File: src/ptw_pkg.sv
package ptw_pkg;

	localparam int IN_TDATA_W  = 184;
	localparam int OUT_TDATA_W = 120;

	localparam logic [63:0] KIMAGE_PHYS_START = 64'h0000_0000_0100_0000;
	localparam logic [63:0] DIRECT_MAP_BASE   = 64'hffff_8880_0000_0000;
	localparam logic [63:0] KIMAGE_BASE       = 64'hffff_ffff_8000_0000;
	// offsets added to a root pointer, wrapping modulo 2^64
	localparam logic [63:0] KIMAGE_OFFSET     = KIMAGE_PHYS_START - KIMAGE_BASE;
	localparam logic [63:0] DIRECT_OFFSET     = 64'd0 - DIRECT_MAP_BASE;

	localparam logic REQ_TRANSLATE = 1'b0;
	localparam logic REQ_RESPONSE  = 1'b1;
	localparam logic RSP_READ      = 1'b0;
	localparam logic RSP_DONE      = 1'b1;

	localparam logic [1:0] LEVEL_LAST = 2'd3;

	typedef struct packed {
		logic        req_type;
		logic [63:0] root_pointer;
		logic [47:0] virtual_address;
		logic [63:0] entry_data;
		logic        read_ok;
	} item_t;

	typedef struct packed {
		logic        rsp_kind;
		logic [63:0] read_address;
		logic [51:0] physical_address;
		logic        fault;
	} result_t;

endpackage

File: src/ptw_in_reg.sv
module ptw_in_reg (
	input  logic          clk,
	input  logic          arst_n,
	input  logic          in_valid,
	output logic          in_ready,
	input  ptw_pkg::item_t in_item,
	input  logic          advance,
	output logic          valid_s1,
	output ptw_pkg::item_t item_s1
);

	// take a new item whenever the register is empty or the held one moves on this cycle
	assign in_ready = !valid_s1 || advance;

	always_ff @(posedge clk or negedge arst_n) begin
		if (!arst_n) begin
			valid_s1 <= 1'b0;
		end else if (in_ready) begin
			valid_s1 <= in_valid;
		end
	end

	always_ff @(posedge clk) begin
		if (in_ready && in_valid) begin
			item_s1 <= in_item;
		end
	end

endmodule

File: src/ptw_step.sv
module ptw_step (
	input  logic            clk,
	input  logic            arst_n,
	input  logic            advance,
	input  ptw_pkg::item_t  item_s1,
	output logic            res_valid,
	output ptw_pkg::result_t res
);

	logic        walking_q;
	logic [1:0]  level_q;
	logic [47:0] saved_vaddr_q;

	logic [8:0]  next_index;
	logic [63:0] root_offset;
	logic        start_walk;
	logic        step_walk;
	logic        end_walk;

	always_comb begin
		unique case (level_q)
			2'd0:    next_index = saved_vaddr_q[38:30];
			2'd1:    next_index = saved_vaddr_q[29:21];
			2'd2:    next_index = saved_vaddr_q[20:12];
			default: next_index = 9'd0;
		endcase
	end

	assign root_offset = (item_s1.root_pointer >= ptw_pkg::KIMAGE_BASE) ?
		ptw_pkg::KIMAGE_OFFSET : ptw_pkg::DIRECT_OFFSET;

	assign start_walk = (item_s1.req_type == ptw_pkg::REQ_TRANSLATE) && !walking_q;
	assign step_walk  = (item_s1.req_type == ptw_pkg::REQ_RESPONSE) && walking_q;
	assign end_walk   = step_walk && (!item_s1.read_ok || level_q == ptw_pkg::LEVEL_LAST);

	always_comb begin
		res       = '0;
		res_valid = start_walk || step_walk;
		priority if (start_walk) begin
			res.rsp_kind     = ptw_pkg::RSP_READ;
			res.read_address = item_s1.root_pointer + root_offset +
				{52'd0, item_s1.virtual_address[47:39], 3'b000};
		end else if (step_walk && !item_s1.read_ok) begin
			res.rsp_kind = ptw_pkg::RSP_DONE;
			res.fault    = 1'b1;
		end else if (step_walk && level_q == ptw_pkg::LEVEL_LAST) begin
			res.rsp_kind         = ptw_pkg::RSP_DONE;
			res.physical_address = {item_s1.entry_data[51:12], saved_vaddr_q[11:0]};
		end else if (step_walk) begin
			// frame bits sit above the index, so no carry can arise
			res.rsp_kind     = ptw_pkg::RSP_READ;
			res.read_address = {12'd0, item_s1.entry_data[51:12], next_index, 3'b000};
		end else begin
			res_valid = 1'b0;
		end
	end

	always_ff @(posedge clk or negedge arst_n) begin
		if (!arst_n) begin
			walking_q <= 1'b0;
			level_q   <= 2'd0;
		end else if (advance) begin
			if (start_walk) begin
				walking_q <= 1'b1;
				level_q   <= 2'd0;
			end else if (end_walk) begin
				walking_q <= 1'b0;
				level_q   <= 2'd0;
			end else if (step_walk) begin
				level_q <= level_q + 2'd1;
			end
		end
	end

	always_ff @(posedge clk) begin
		if (advance && start_walk) begin
			saved_vaddr_q <= item_s1.virtual_address;
		end
	end

endmodule

File: src/ptw_out_reg.sv
module ptw_out_reg (
	input  logic             clk,
	input  logic             arst_n,
	input  logic             valid_s1,
	input  logic             res_valid,
	input  ptw_pkg::result_t res,
	output logic             advance,
	output logic             out_valid,
	input  logic             out_ready,
	output ptw_pkg::result_t out_res
);

	// the held item moves on once the result register is empty or being read out
	assign advance = valid_s1 && (!out_valid || out_ready);

	always_ff @(posedge clk or negedge arst_n) begin
		if (!arst_n) begin
			out_valid <= 1'b0;
		end else if (advance) begin
			out_valid <= res_valid;
		end else if (out_ready) begin
			out_valid <= 1'b0;
		end
	end

	always_ff @(posedge clk) begin
		if (advance && res_valid) begin
			out_res <= res;
		end
	end

endmodule

File: src/four_level_page_table_walker_core.sv
// four level page table walker
// s_axis carries both translate requests and memory read responses:
//   tuser selects the kind (0 translate request, 1 read response)
//   tdata holds root pointer, virtual address, table entry and read status
// m_axis carries read requests to memory and finished translations:
//   tuser 0 asks for an 8-byte entry at read_address
//   tuser 1 ends a walk with physical_address, or fault set and address 0
// a walk is one translate request and four read responses, each answered by
// exactly one m_axis transfer; a failed read ends the walk early
// a request during a walk or a response outside one gives no transfer
// an s_axis transfer is registered in the input register, then its result in the result register
// with m_axis ready, one s_axis transfer per cycle is sustained; the walk rate is
// set only by the memory round trip between read request and read response
// a stall on m_axis holds the result register; one further item may wait in
// the input register, after which s_axis tready falls
// reset clears both valid flags and returns the walker to idle
module four_level_page_table_walker_core (
	input  logic                              clk,
	input  logic                              arst_n,
	// root_pointer[63:0], virtual_address[111:64], entry_data[175:112],
	// read_ok[176], zero fill[183:177]
	input  logic [ptw_pkg::IN_TDATA_W-1:0]    s_axis_tdata,
	// req_type
	input  logic                              s_axis_tuser,
	input  logic                              s_axis_tvalid,
	output logic                              s_axis_tready,
	// read_address[63:0], physical_address[115:64], fault[116], zero fill[119:117]
	output logic [ptw_pkg::OUT_TDATA_W-1:0]   m_axis_tdata,
	// rsp_kind
	output logic                              m_axis_tuser,
	output logic                              m_axis_tvalid,
	input  logic                              m_axis_tready
);

	ptw_pkg::item_t   in_item;
	ptw_pkg::item_t   item_s1;
	ptw_pkg::result_t res;
	ptw_pkg::result_t out_res;
	logic             valid_s1;
	logic             advance;
	logic             res_valid;

	// unpack the input transfer
	assign in_item.req_type        = s_axis_tuser;
	assign in_item.root_pointer    = s_axis_tdata[63:0];
	assign in_item.virtual_address = s_axis_tdata[111:64];
	assign in_item.entry_data      = s_axis_tdata[175:112];
	assign in_item.read_ok         = s_axis_tdata[176];

	// input register
	ptw_in_reg u_in_reg (
		.clk      (clk),
		.arst_n   (arst_n),
		.in_valid (s_axis_tvalid),
		.in_ready (s_axis_tready),
		.in_item  (in_item),
		.advance  (advance),
		.valid_s1 (valid_s1),
		.item_s1  (item_s1)
	);

	// walk state and single step of address logic
	ptw_step u_step (
		.clk       (clk),
		.arst_n    (arst_n),
		.advance   (advance),
		.item_s1   (item_s1),
		.res_valid (res_valid),
		.res       (res)
	);

	// result register, decoupled from the input side
	ptw_out_reg u_out_reg (
		.clk       (clk),
		.arst_n    (arst_n),
		.valid_s1  (valid_s1),
		.res_valid (res_valid),
		.res       (res),
		.advance   (advance),
		.out_valid (m_axis_tvalid),
		.out_ready (m_axis_tready),
		.out_res   (out_res)
	);

	// pack the output transfer
	assign m_axis_tuser = out_res.rsp_kind;
	assign m_axis_tdata = {3'b000, out_res.fault, out_res.physical_address,
		out_res.read_address};

endmodule

File: config.mk
export PLATFORM = sky130hd
export DESIGN_NAME = four_level_page_table_walker_core
export DESIGN_NICKNAME = d
export VERILOG_FILES = /design/src/ptw_pkg.sv /design/src/ptw_in_reg.sv /design/src/ptw_step.sv /design/src/ptw_out_reg.sv /design/src/four_level_page_table_walker_core.sv
export SDC_FILE = /design/constraint.sdc
export NUM_CORES = 1
export LEC_CHECK = 0
export BUFFER_PORTS_ARGS = -buffer_cell sky130_fd_sc_hd__buf_2
export CORE_MARGIN = 4
export CORE_UTILIZATION = 37
export DETAILED_ROUTE_END_ITERATION = 6
export HOLD_SLACK_MARGIN = 0.12
export PLACE_DENSITY_LB_ADDON = 0.12
export SYNTH_ARGS = -nofsm -noshare
export SYNTH_HDL_FRONTEND = slang
export SYNTH_SLANG_ARGS = --single-unit
File: constraint.sdc
create_clock -name clk -period 7.4 [get_ports clk]
set_input_delay 1.48 -clock clk [delete_from_list [all_inputs] [get_ports clk]]
set_output_delay 1.48 -clock clk [all_outputs]
set_load 0.05 [all_outputs]
# Word level (Yosys, flattened, before mapping)
# Cells that the tools add are included.
# totals
mem_bits_ro	0
output_inout_bits	123
regBits	328
elab_cells	68
mem_bits_rw	0
latch_bits	0
inputBits	189
mem_count	0
# op_classes
magnitude_cmp	1
div	0
mux	21
reduce_logical	24
add_sub_neg	3
shift	0
n_mul	0
n_bitwise	2
eq_ne	3
# ops
cell	n
$mux W52	3
$mux W116	1
$add A64 B12 Y64	1
$add A64 B64 Y64	1
$ge A64 B64 Y1 const B	1
$mux W64	1
$mux W47	1
$pmux W9 S3	1
$mux W1	11
$logic_and A1 B1 Y1	9
$mux W2	3
$eq A2 B2 Y1 const B	2
$logic_not A1 Y1	4
$logic_or A1 B1 Y1	4
$reduce_and A2 Y1	2
$reduce_bool A2 Y1	2
$reduce_bool A3 Y1	1
$reduce_or A3 Y1	1
$add A2 B1 Y2 const B	1
$eq A2 B1 Y1 const B	1
$logic_not A2 Y1	1
$not A1 Y1	2

# Longest topological paths before layout
# Gate-level depths: netlist of the first run.
# logic_depth
word_depth	8
depth_mapped	15
depth_no_buf	14

# Hierarchy
# A second synthesis of the first run with hierarchy kept.
# unflattened
cells_unflattened	829
hier_area_um2	13406.6
# by_module_without_submodules
mod	seq_area_each_um2	area_per_inst_um2	cells_each	instances
ptw_in_reg	5370.2	5398.9	182	1
ptw_step	1246.2	4369.2	519	1
ptw_out_reg	3568.4	3612.2	124	1
four_level_page_table_walker_core	0.0	26.3	4	1

# Worst setup path before layout of the first run
# Ideal clock, no wire load.
# synth_timing
path_type	input to register
start	input port m_axis_tready
end	register u_in_reg.item_s1[0] (netlist name)
slack_ns	1.334
t_required_ns	6.868
stages	2
arrival_time_ns	5.534
setup_ns	0.532
path_buffers	0
cell_sequence	nand3b_1 > and2_1
# synth_between
elab_chain_len	4
# synth_lines
element	line_no	source
from (decl)	four_level_page_table_walker_core.sv:32	input logic m_axis_tready
$logic_or A1 B1 Y1	ptw_out_reg.sv:14	assign advance = valid_s1 && (!out_valid || out_ready);
$logic_and A1 B1 Y1	ptw_out_reg.sv:14	
$logic_or A1 B1 Y1	ptw_in_reg.sv:13	assign in_ready = !valid_s1 || advance;
$logic_and A1 B1 Y1	ptw_in_reg.sv:24	if (in_ready && in_valid) begin
# No other way between the ends.
# A chain may end at the register's enable or synchronous reset.

# Worst setup path after layout of the first run
# layout_timing
start	register u_in_reg.item_s1[160] (netlist name)
end	register u_out_reg.out_res[111] (netlist name)
# layout_between
elab_chain_len	5
# layout_lines
element	line_no	source
$ge A64 B64 Y1	ptw_step.sv:29	assign root_offset = (item_s1.root_pointer >= ptw_pkg::KIMAGE_BASE) ?
$mux W47	ptw_step.sv:29	
$add A64 B64 Y64 (*)	ptw_step.sv:41	res.read_address = item_s1.root_pointer + root_offset +
$add A64 B12 Y64 (*)	ptw_step.sv:41	
$mux W64 (*)	ptw_step.sv:39	priority if (start_walk) begin
# Mark *: on every way between the ends. The rest lies on a longest branch, timed or not.

==> results of run 1 <==
[where the power goes]
part | switching [mW] | internal (mW) | leakage [nW]
logic | 1.14 | 0.307 | 2.34
registers | 0.105 | 2.38 | 3.04
clock network | 0.700 | 1.03 | 0.562
[registers in the layout (all words and copies together), names as in the netlist]
signal and flops:
u_out_reg.out_res 118, u_step.walking_q 1, u_in_reg.valid_s1 1, u_in_reg.item_s1 154
u_out_reg.out_valid 1, u_step.saved_vaddr_q 39, u_step.level_q 2
[cells in the final DEF (no fill, tap or decap), types with 5 or more instances in the layout]
cell type,count
mux2i_1,6
nor2b_1,6
clkinv_2,5
nand4_1,13
nand3_1,23
nand2b_1,10
a21o_1,8
buf_2,277
or3_1,7
o211ai_1,13
nor3_1,5
clkbuf_1,7
ha_1,23
a21oi_1,31
inv_1,19
buf_4,6
and2_1,57
o21a_1,7
nor2_1,22
or2_2,6
edfxtp_1,311
o22ai_1,6
or4_1,6
xor2_1,16
and3_1,9
o31ai_1,9
clkinv_1,7
dfrtp_1,5
a222oi_1,9
nand2_1,71
xnor2_1,16
clkbuf_16,37
o21ai_0,31
[worst max path at each step]
stage | startpoint | end | cells past startpoint
after floorplan | m_axis_tready | u_in_reg.item_s1[0] | 2
after global placement | u_in_reg.item_s1[161] | u_out_reg.out_res[111] | 13
after detailed placement | u_in_reg.item_s1[160] | u_out_reg.out_res[113] | 11
after CTS | u_in_reg.item_s1[160] | u_out_reg.out_res[111] | 13
after global routing | u_in_reg.item_s1[160] | u_out_reg.out_res[111] | 13
final | u_in_reg.item_s1[160] | u_out_reg.out_res[111] | 13
[metal layers]
layer	share of wire [%]	vias to the layer above
li1	-	3878
met1	45	3877
met2	45	301
met3	8.0	52
met4	2.3	8
met5	0.15	-
[layout make-up]
| cell class | instances | area (um^2) | share of cell area (%) |
|---|---|---|---|
| Antenna cell | 3 | 7.51 | 0.0469 |
| Clock buffer | 45 | 966 | 6.04 |
| Clock inverter | 20 | 184 | 1.15 |
| Inverter | 21 | 83.8 | 0.524 |
| Multi-Input combinational cell | 489 | 3290 | 20.6 |
| Sequential cell | 316 | 9460 | 59.2 |
| Tap cell | 455 | 569 | 3.56 |
| Timing Repair Buffer | 283 | 1430 | 8.95 |
[synth_stat cells (4+ instances only)]
master	n	share of area, %
edfxtp_1	311	72
nand2_1	71	2.1
and2_1	58	2.8
a21oi_1	31	1.2
o21ai_0	31	1.2
ha_1	24	2.3
nor2_1	24	0.69
nand3_1	23	0.89
inv_1	21	0.61
clkbuf_1	20	0.58
xnor2_1	16	1.1
xor2_1	16	1.1
nand4_1	13	0.63
o211ai_1	13	0.75
and3_1	10	0.48
nand2b_1	10	0.48
a222oi_1	9	0.69
o31ai_1	9	0.52
a21o_1	8	0.46
o21a_1	7	0.41
or3_1	7	0.34
mux2i_1	6	0.46
nor2b_1	6	0.29
o22ai_1	6	0.29
or2_2	6	0.29
or4_1	6	0.35
dfrtp_1	5	0.96
nor3_1	5	0.19
a211oi_1	4	0.23
o2111ai_1	4	0.27
o21bai_1	4	0.23
[kinds of logic (layout without fill, tap and decap cells)]
logic type,after synthesis,after routing,share of synthesized area [%]
AO/OA/AOI/OAI,164,164,9.14
AND/OR/NAND/NOR,258,258,10.8
adder cells (fa/ha/maj),25,25,2.47
flip-flops,316,316,73.0
buffers and inverters,53,369,1.86
multiplexers,7,7,0.550
other,1,6,0.0289
XOR/XNOR,32,32,2.16
[metrics by stage]
stage | utilization, % | setup slack [ps] | instances
after floorplan | - | 1330 | 858
after global placement | 43.0 | 2900 | 1564
after detailed placement | 43.0 | 2880 | 1564
after CTS | 46.3 | 2870 | 1629
after global routing | 46.3 | 2420 | 1632
final | 46.3 | 2860 | 1632
==> impl_metrics.env, run 1 <==
export IMPL_ctsResizeCount=0
export IMPL_die_h_um=195
export IMPL_grt_setup_unrepaired="no"
export IMPL_nNetsFinal=1361
export IMPL_dr_pass1_iters=5
export IMPL_maxSlewViolCount=0
export IMPL_initial_utilization_pct=37.5
export IMPL_insertion_delay_ps=520
export IMPL_wl_per_cell_um=19.7
export IMPL_finalSetupViolations=0
export IMPL_synthCells=856
export IMPL_ant_nets=0
export IMPL_cpMostUsedCell="a21oi_1"
export IMPL_slowest_stage="nor4_1"
export IMPL_place_congestion=0.761
export IMPL_totalNegativeSetupSlack_ps=0
export IMPL_p_leak_nw=5.94
export IMPL_first_global_vias=8132
export IMPL_min_period_ps=4540
export IMPL_drt_iter0_markers=517
export IMPL_synth_seq_cells=316
export IMPL_p_per_area_nw_per_um2=354
export IMPL_max_freq_mhz=220
export IMPL_design_area_um2=16000
export IMPL_hold_depth=0
export IMPL_grt_max_degree=73
export IMPL_slew_limit_headroom_pct=23.1
export IMPL_cp_data_required_time_ps=7750
export IMPL_rr_startpoint="u_in_reg.item_s1[160]"
export IMPL_whs_ps=414
export IMPL_die_area_um2=38100
export IMPL_routed_via_count=8116
export IMPL_crit_family="simple AND/OR/NAND/NOR gates"
export IMPL_period_share_pct=61.4
export IMPL_clk_pin_slew_ps=60
export IMPL_areaGrowthSynthToFinish_pct=23.4
export IMPL_routed_wl_mm=32.2
export IMPL_timing_rr_end="u_out_reg.out_res[111]"
export IMPL_synth_edf_count=311
export IMPL_ctsHtreeMaxLevel=2
export IMPL_seq_area_frac_synth_pct=73.0
export IMPL_cts_buffer_depth=3
export IMPL_busiest_layer="met2"
export IMPL_min_path_type="reg -> reg"
export IMPL_crit_path_end_kind="register"
export IMPL_dieWidth_um=195
export IMPL_ys_flop_type="edfxtp_1"
export IMPL_rows=68
export IMPL_io_pins=312
export IMPL_status="finished, final reports clean"
export IMPL_crit_type="reg -> reg"
export IMPL_cp_cell_sequence="nand3_1, nor4_1, and2_0, and3_1, inv_1, ha_1, a21o_1, a21oi_1, nor2b_1, a41oi_1, o21a_1, or4_1, a21oi_1"
export IMPL_cts_buffers=36
export IMPL_io_buffer_count=277
export IMPL_placed_cell_area_um2=14800
export IMPL_power_mw=5.67
export IMPL_hp_start="u_in_reg.item_s1[94]"
export IMPL_avgSynthCellArea_um2=15.1
export IMPL_r2r_cells=13
export IMPL_synth_distinct_cells=75
export IMPL_grt_usage_pct=16.3
export IMPL_reg2reg_setup_slack_ps=2860
export IMPL_worstPathMaxFanout=16
export IMPL_path_buf_inv=1
export IMPL_maxCapViolCount=0
export IMPL_clock_sinks=316
export IMPL_gr_usage_met2_pct=25.2
export IMPL_drc_errors=0
export IMPL_ctsHoldBuffers=0
export IMPL_async_reset_ff_share_pct=1.58
export IMPL_whs_endpoint="u_step.saved_vaddr_q[29]"
export IMPL_hold_viol=0
export IMPL_coreArea_um2=34500
export IMPL_grt_pass1_wl_mm=48.2
export IMPL_worst_setup_path_start_kind="register"
export IMPL_drive_gt1_share_pct=31.2
export IMPL_antenna_found_initial=9
export IMPL_routed_via_density=4.97
export IMPL_dpl_hpwl_mm=22.1
export IMPL_fillCellCount=3156
export IMPL_post_cts_buffers=0
export IMPL_clock_skew_final_ps=15.2
export IMPL_grt_overflow_total=0
export IMPL_tritoncts="yes"
export IMPL_use_met3_pct=4.64
export IMPL_peakVddDrop_uv=275
export IMPL_tightest_slew_ps=1150
export IMPL_worst_path_largest_cell_delay_ps=760
export IMPL_cts_root_buf="clkbuf_16"
export IMPL_grtUsageMet1_pct=22.6
export IMPL_yosysWarnings=0
export IMPL_synth_area_um2=13000
export IMPL_critPathArrivalTime_ps=4890
Note: power is estimated with default switching activity, not from simulation.
==> run 2, diff against run 1 <==
--- a/config.mk
+++ b/config.mk
@@ -5,6 +5,7 @@
 export SDC_FILE = /design/constraint.sdc
 export NUM_CORES = 1
 export LEC_CHECK = 0
+export ABC_AREA = 1
 export BUFFER_PORTS_ARGS = -buffer_cell sky130_fd_sc_hd__buf_2
 export CORE_MARGIN = 4
 export CORE_UTILIZATION = 37
==> constraint.sdc (replaced) <==
create_clock -name clk -period 4.2 [get_ports clk]
set_input_delay 0.84 -clock clk [delete_from_list [all_inputs] [get_ports clk]]
set_output_delay 0.84 -clock clk [all_outputs]
set_load 0.05 [all_outputs]
==> impl_metrics.env, run 2 <==
export IMPL_final_cell_mix="nand2_1, edfxtp_1, buf_2, inv_1, nor2_1"
export IMPL_placedCellCount=2151
export IMPL_dpl_hpwl_mm=30.5
export IMPL_maxCapViolCount=0
export IMPL_cts_root_buf="clkbuf_16"
export IMPL_clock_sinks=316
export IMPL_timing_rr_end="u_out_reg.out_res[97]"
export IMPL_ys_flop_type="edfxtp_1"
export IMPL_ant_nets=0
export IMPL_hold_viol=0
export IMPL_initial_utilization_pct=37.4
export IMPL_clock_skew_final_ps=24.4
export IMPL_setup_worst_path_end="u_out_reg.out_res[97]"
export IMPL_synth_area_um2=14400
export IMPL_totalNegativeSetupSlack_ps=0
export IMPL_ctsResizeCount=0
export IMPL_dr_pass1_iters=5
export IMPL_synth_distinct_cells=36
export IMPL_worst_setup_path_start_kind="register"
export IMPL_min_path_type="reg -> reg"
export IMPL_period_share_pct=85.7
export IMPL_synthTopCellsByCount="nand2_1, edfxtp_1, inv_1"
export IMPL_grt_max_degree=141
export IMPL_finalSetupViolations=0
export IMPL_yosysWarnings=0
export IMPL_rr_startpoint="u_in_reg.item_s1[162]"
export IMPL_synthCells=1370
export IMPL_drive_gt1_share_pct=24.5
export IMPL_worstPathMaxFanout=7
export IMPL_wl_per_cell_um=18.3
export IMPL_crit_path_end_kind="register"
export IMPL_status="finished, final reports clean"
export IMPL_ctsHtreeMaxLevel=2
export IMPL_tightest_slew_ps=1030
export IMPL_antenna_found_initial=10
export IMPL_mostFrequentLayoutCell="nand2_1"
export IMPL_tritoncts="yes"
export IMPL_critPathArrivalTime_ps=3900
export IMPL_async_reset_ff_share_pct=1.58
export IMPL_peakVddDrop_uv=376
export IMPL_top_register="u_in_reg.item_s1"
export IMPL_grt_setup_unrepaired="no"
export IMPL_synth_area_leaders="edfxtp_1, nand2_1, inv_1"
export IMPL_rows=72
export IMPL_grt_overflow_total=0
export IMPL_cts_buffers=36
export IMPL_max_freq_mhz=278
export IMPL_cp_data_required_time_ps=4500
export IMPL_drc_errors=0
export IMPL_dpl_worst_slack_ps=543
export IMPL_largestRegisters="u_in_reg.item_s1 x154, u_out_reg.out_res x118, u_step.saved_vaddr_q x39"
export IMPL_first_global_vias=10400
export IMPL_routed_via_density=4.65
export IMPL_seq_area_frac_synth_pct=65.7
export IMPL_slew_limit_headroom_pct=30.9
export IMPL_synth_edf_count=311
export IMPL_cts_buffer_depth=3
export IMPL_die_h_um=205
export IMPL_nNetsFinal=1886
export IMPL_maxSlewViolCount=0
export IMPL_io_pins=312
export IMPL_synth_seq_cells=316
export IMPL_design_area_um2=17700
export IMPL_routed_wl_mm=40.5
export IMPL_p_leak_nw=7.57
export IMPL_die_area_um2=42200
export IMPL_avgSynthCellArea_um2=10.5
export IMPL_dieWidth_um=205
export IMPL_r2r_cells=17
export IMPL_layoutNonFillerInstCount=2217
export IMPL_post_cts_buffers=0
export IMPL_placed_cell_area_um2=16400
export IMPL_clk_pin_slew_ps=60
export IMPL_crit_type="reg -> reg"
export IMPL_largest_reg_flops=154
export IMPL_routed_via_count=10300
export IMPL_reg2reg_setup_slack_ps=600
export IMPL_yosys_area_top_type="edfxtp_1"
export IMPL_insertion_delay_ps=550
export IMPL_min_period_ps=3600
export IMPL_drt_iter0_markers=677
export IMPL_p_per_area_nw_per_um2=585
export IMPL_grt_usage_pct=19.1
export IMPL_place_congestion=0.904
export IMPL_synth_most_common_cell="nand2_1"
export IMPL_io_buffer_count=277
export IMPL_synth_top_area_share_pct=64.8
export IMPL_fillCellCount=3739
export IMPL_final_setup_worst_slack_ps=599
export IMPL_areaGrowthSynthToFinish_pct=22.6
export IMPL_grt_pass1_wl_mm=60.4
export IMPL_critical_path_startpoint="u_in_reg.item_s1[162]"
export IMPL_coreArea_um2=38600
==> run 2: changes by cell type after synthesis, sizes merged, moves of 11 or more <==
cell,change
and2,-55
and3,-11
clkbuf,-15
inv,+171
nand2,+299
nand3,+63
nor2,+158
nor3,+13
o211ai,-13
o21ai,+14
xnor2,-16
==> run 2: metrics by stage <==
step | hold WS [ps] | utilization [%] | power (mW)
final | 411 | 45.8 | 10.3
after global routing | 416 | 45.8 | 10.8
after CTS | 412 | 45.8 | 10.5
after detailed placement | 405 | 42.6 | 7.22
after floorplan | 400 | - | 6.42
after global placement | 400 | 42.6 | 7.20
==> run 2: report_power, final <==
group	switching (mW)	internal, mW
Combinational	2.17	0.558
Sequential	0.195	4.19
Clock	1.25	1.98
Total	3.61	6.73
==> run 2: cell families (layout without fill, tap and decap cells) <==
kind of cell    Yosys count  after routing  share of synthesized area, %
fa+ha+maj                25             25                          2.22
xor+xnor                 10             10                         0.608
compound gates          109            109                          4.20
buf+inv                 214            537                          5.73
simple gates            695            695                          21.5
flops                   316            316                          65.7
other cells               1              7                        0.0260
==> run 2: how the worst min path moves through the flow <==
stage,start,end,slack (ps),cells after the start
finish,u_in_reg.item_s1[86],u_step.saved_vaddr_q[21],410,0
global route,s_axis_tdata[158],u_in_reg.item_s1[47],420,1
CTS,u_in_reg.item_s1[86],u_step.saved_vaddr_q[21],410,0
detailed placement,u_in_reg.item_s1[78],u_step.saved_vaddr_q[13],400,0
global placement,u_in_reg.item_s1[67],u_step.saved_vaddr_q[2],400,0
floorplan,u_in_reg.item_s1[65],u_step.saved_vaddr_q[0],400,0
==> run 2: what timing repair did <==
action	4_1_cts	5_1_grt
hold buffers	1	0
endpoints found under the hold margin	5	0
setup endpoints to repair	0	0
==> run 2: final cells by class <==
cell class	instances	area (um^2)	area share (%)
Sequential cell	316	9460	53.6
Multi-Input combinational cell	842	4150	23.5
Timing Repair Buffer	284	1450	8.23
Clock buffer	42	945	5.35
Inverter	192	724	4.10
Tap cell	518	648	3.67
Clock inverter	19	272	1.54
Antenna cell	4	10.0	0.0567
==> run 2: critical path: stages, from the launching register on <==
cell and delay, ps:
edfxtp_1 430, nand2_2 120, nor3_1 330, nand4_1 150, nor2_1 330, inv_1 260, ha_1 480, nand2_1 90
inv_1 200, nand2_1 130, nor2_1 180, nand3_1 90, nand2_1 100, a21oi_1 60, nand2_1 70, nand2_1 40
nand3_1 190, nand2_1 80
==> run 2: per-layer routing <==
| layer | GRT usage [%] | share of wire, % | vias to the layer above |
|---|---|---|---|
| met5 | 0 | 0.22 | - |
| met2 | 31.0 | 46 | 276 |
| met4 | 4.64 | 1.9 | 14 |
| li1 | - | - | 5170 |
| met3 | 5.07 | 6.9 | 66 |
| met1 | 25.8 | 45 | 4788 |
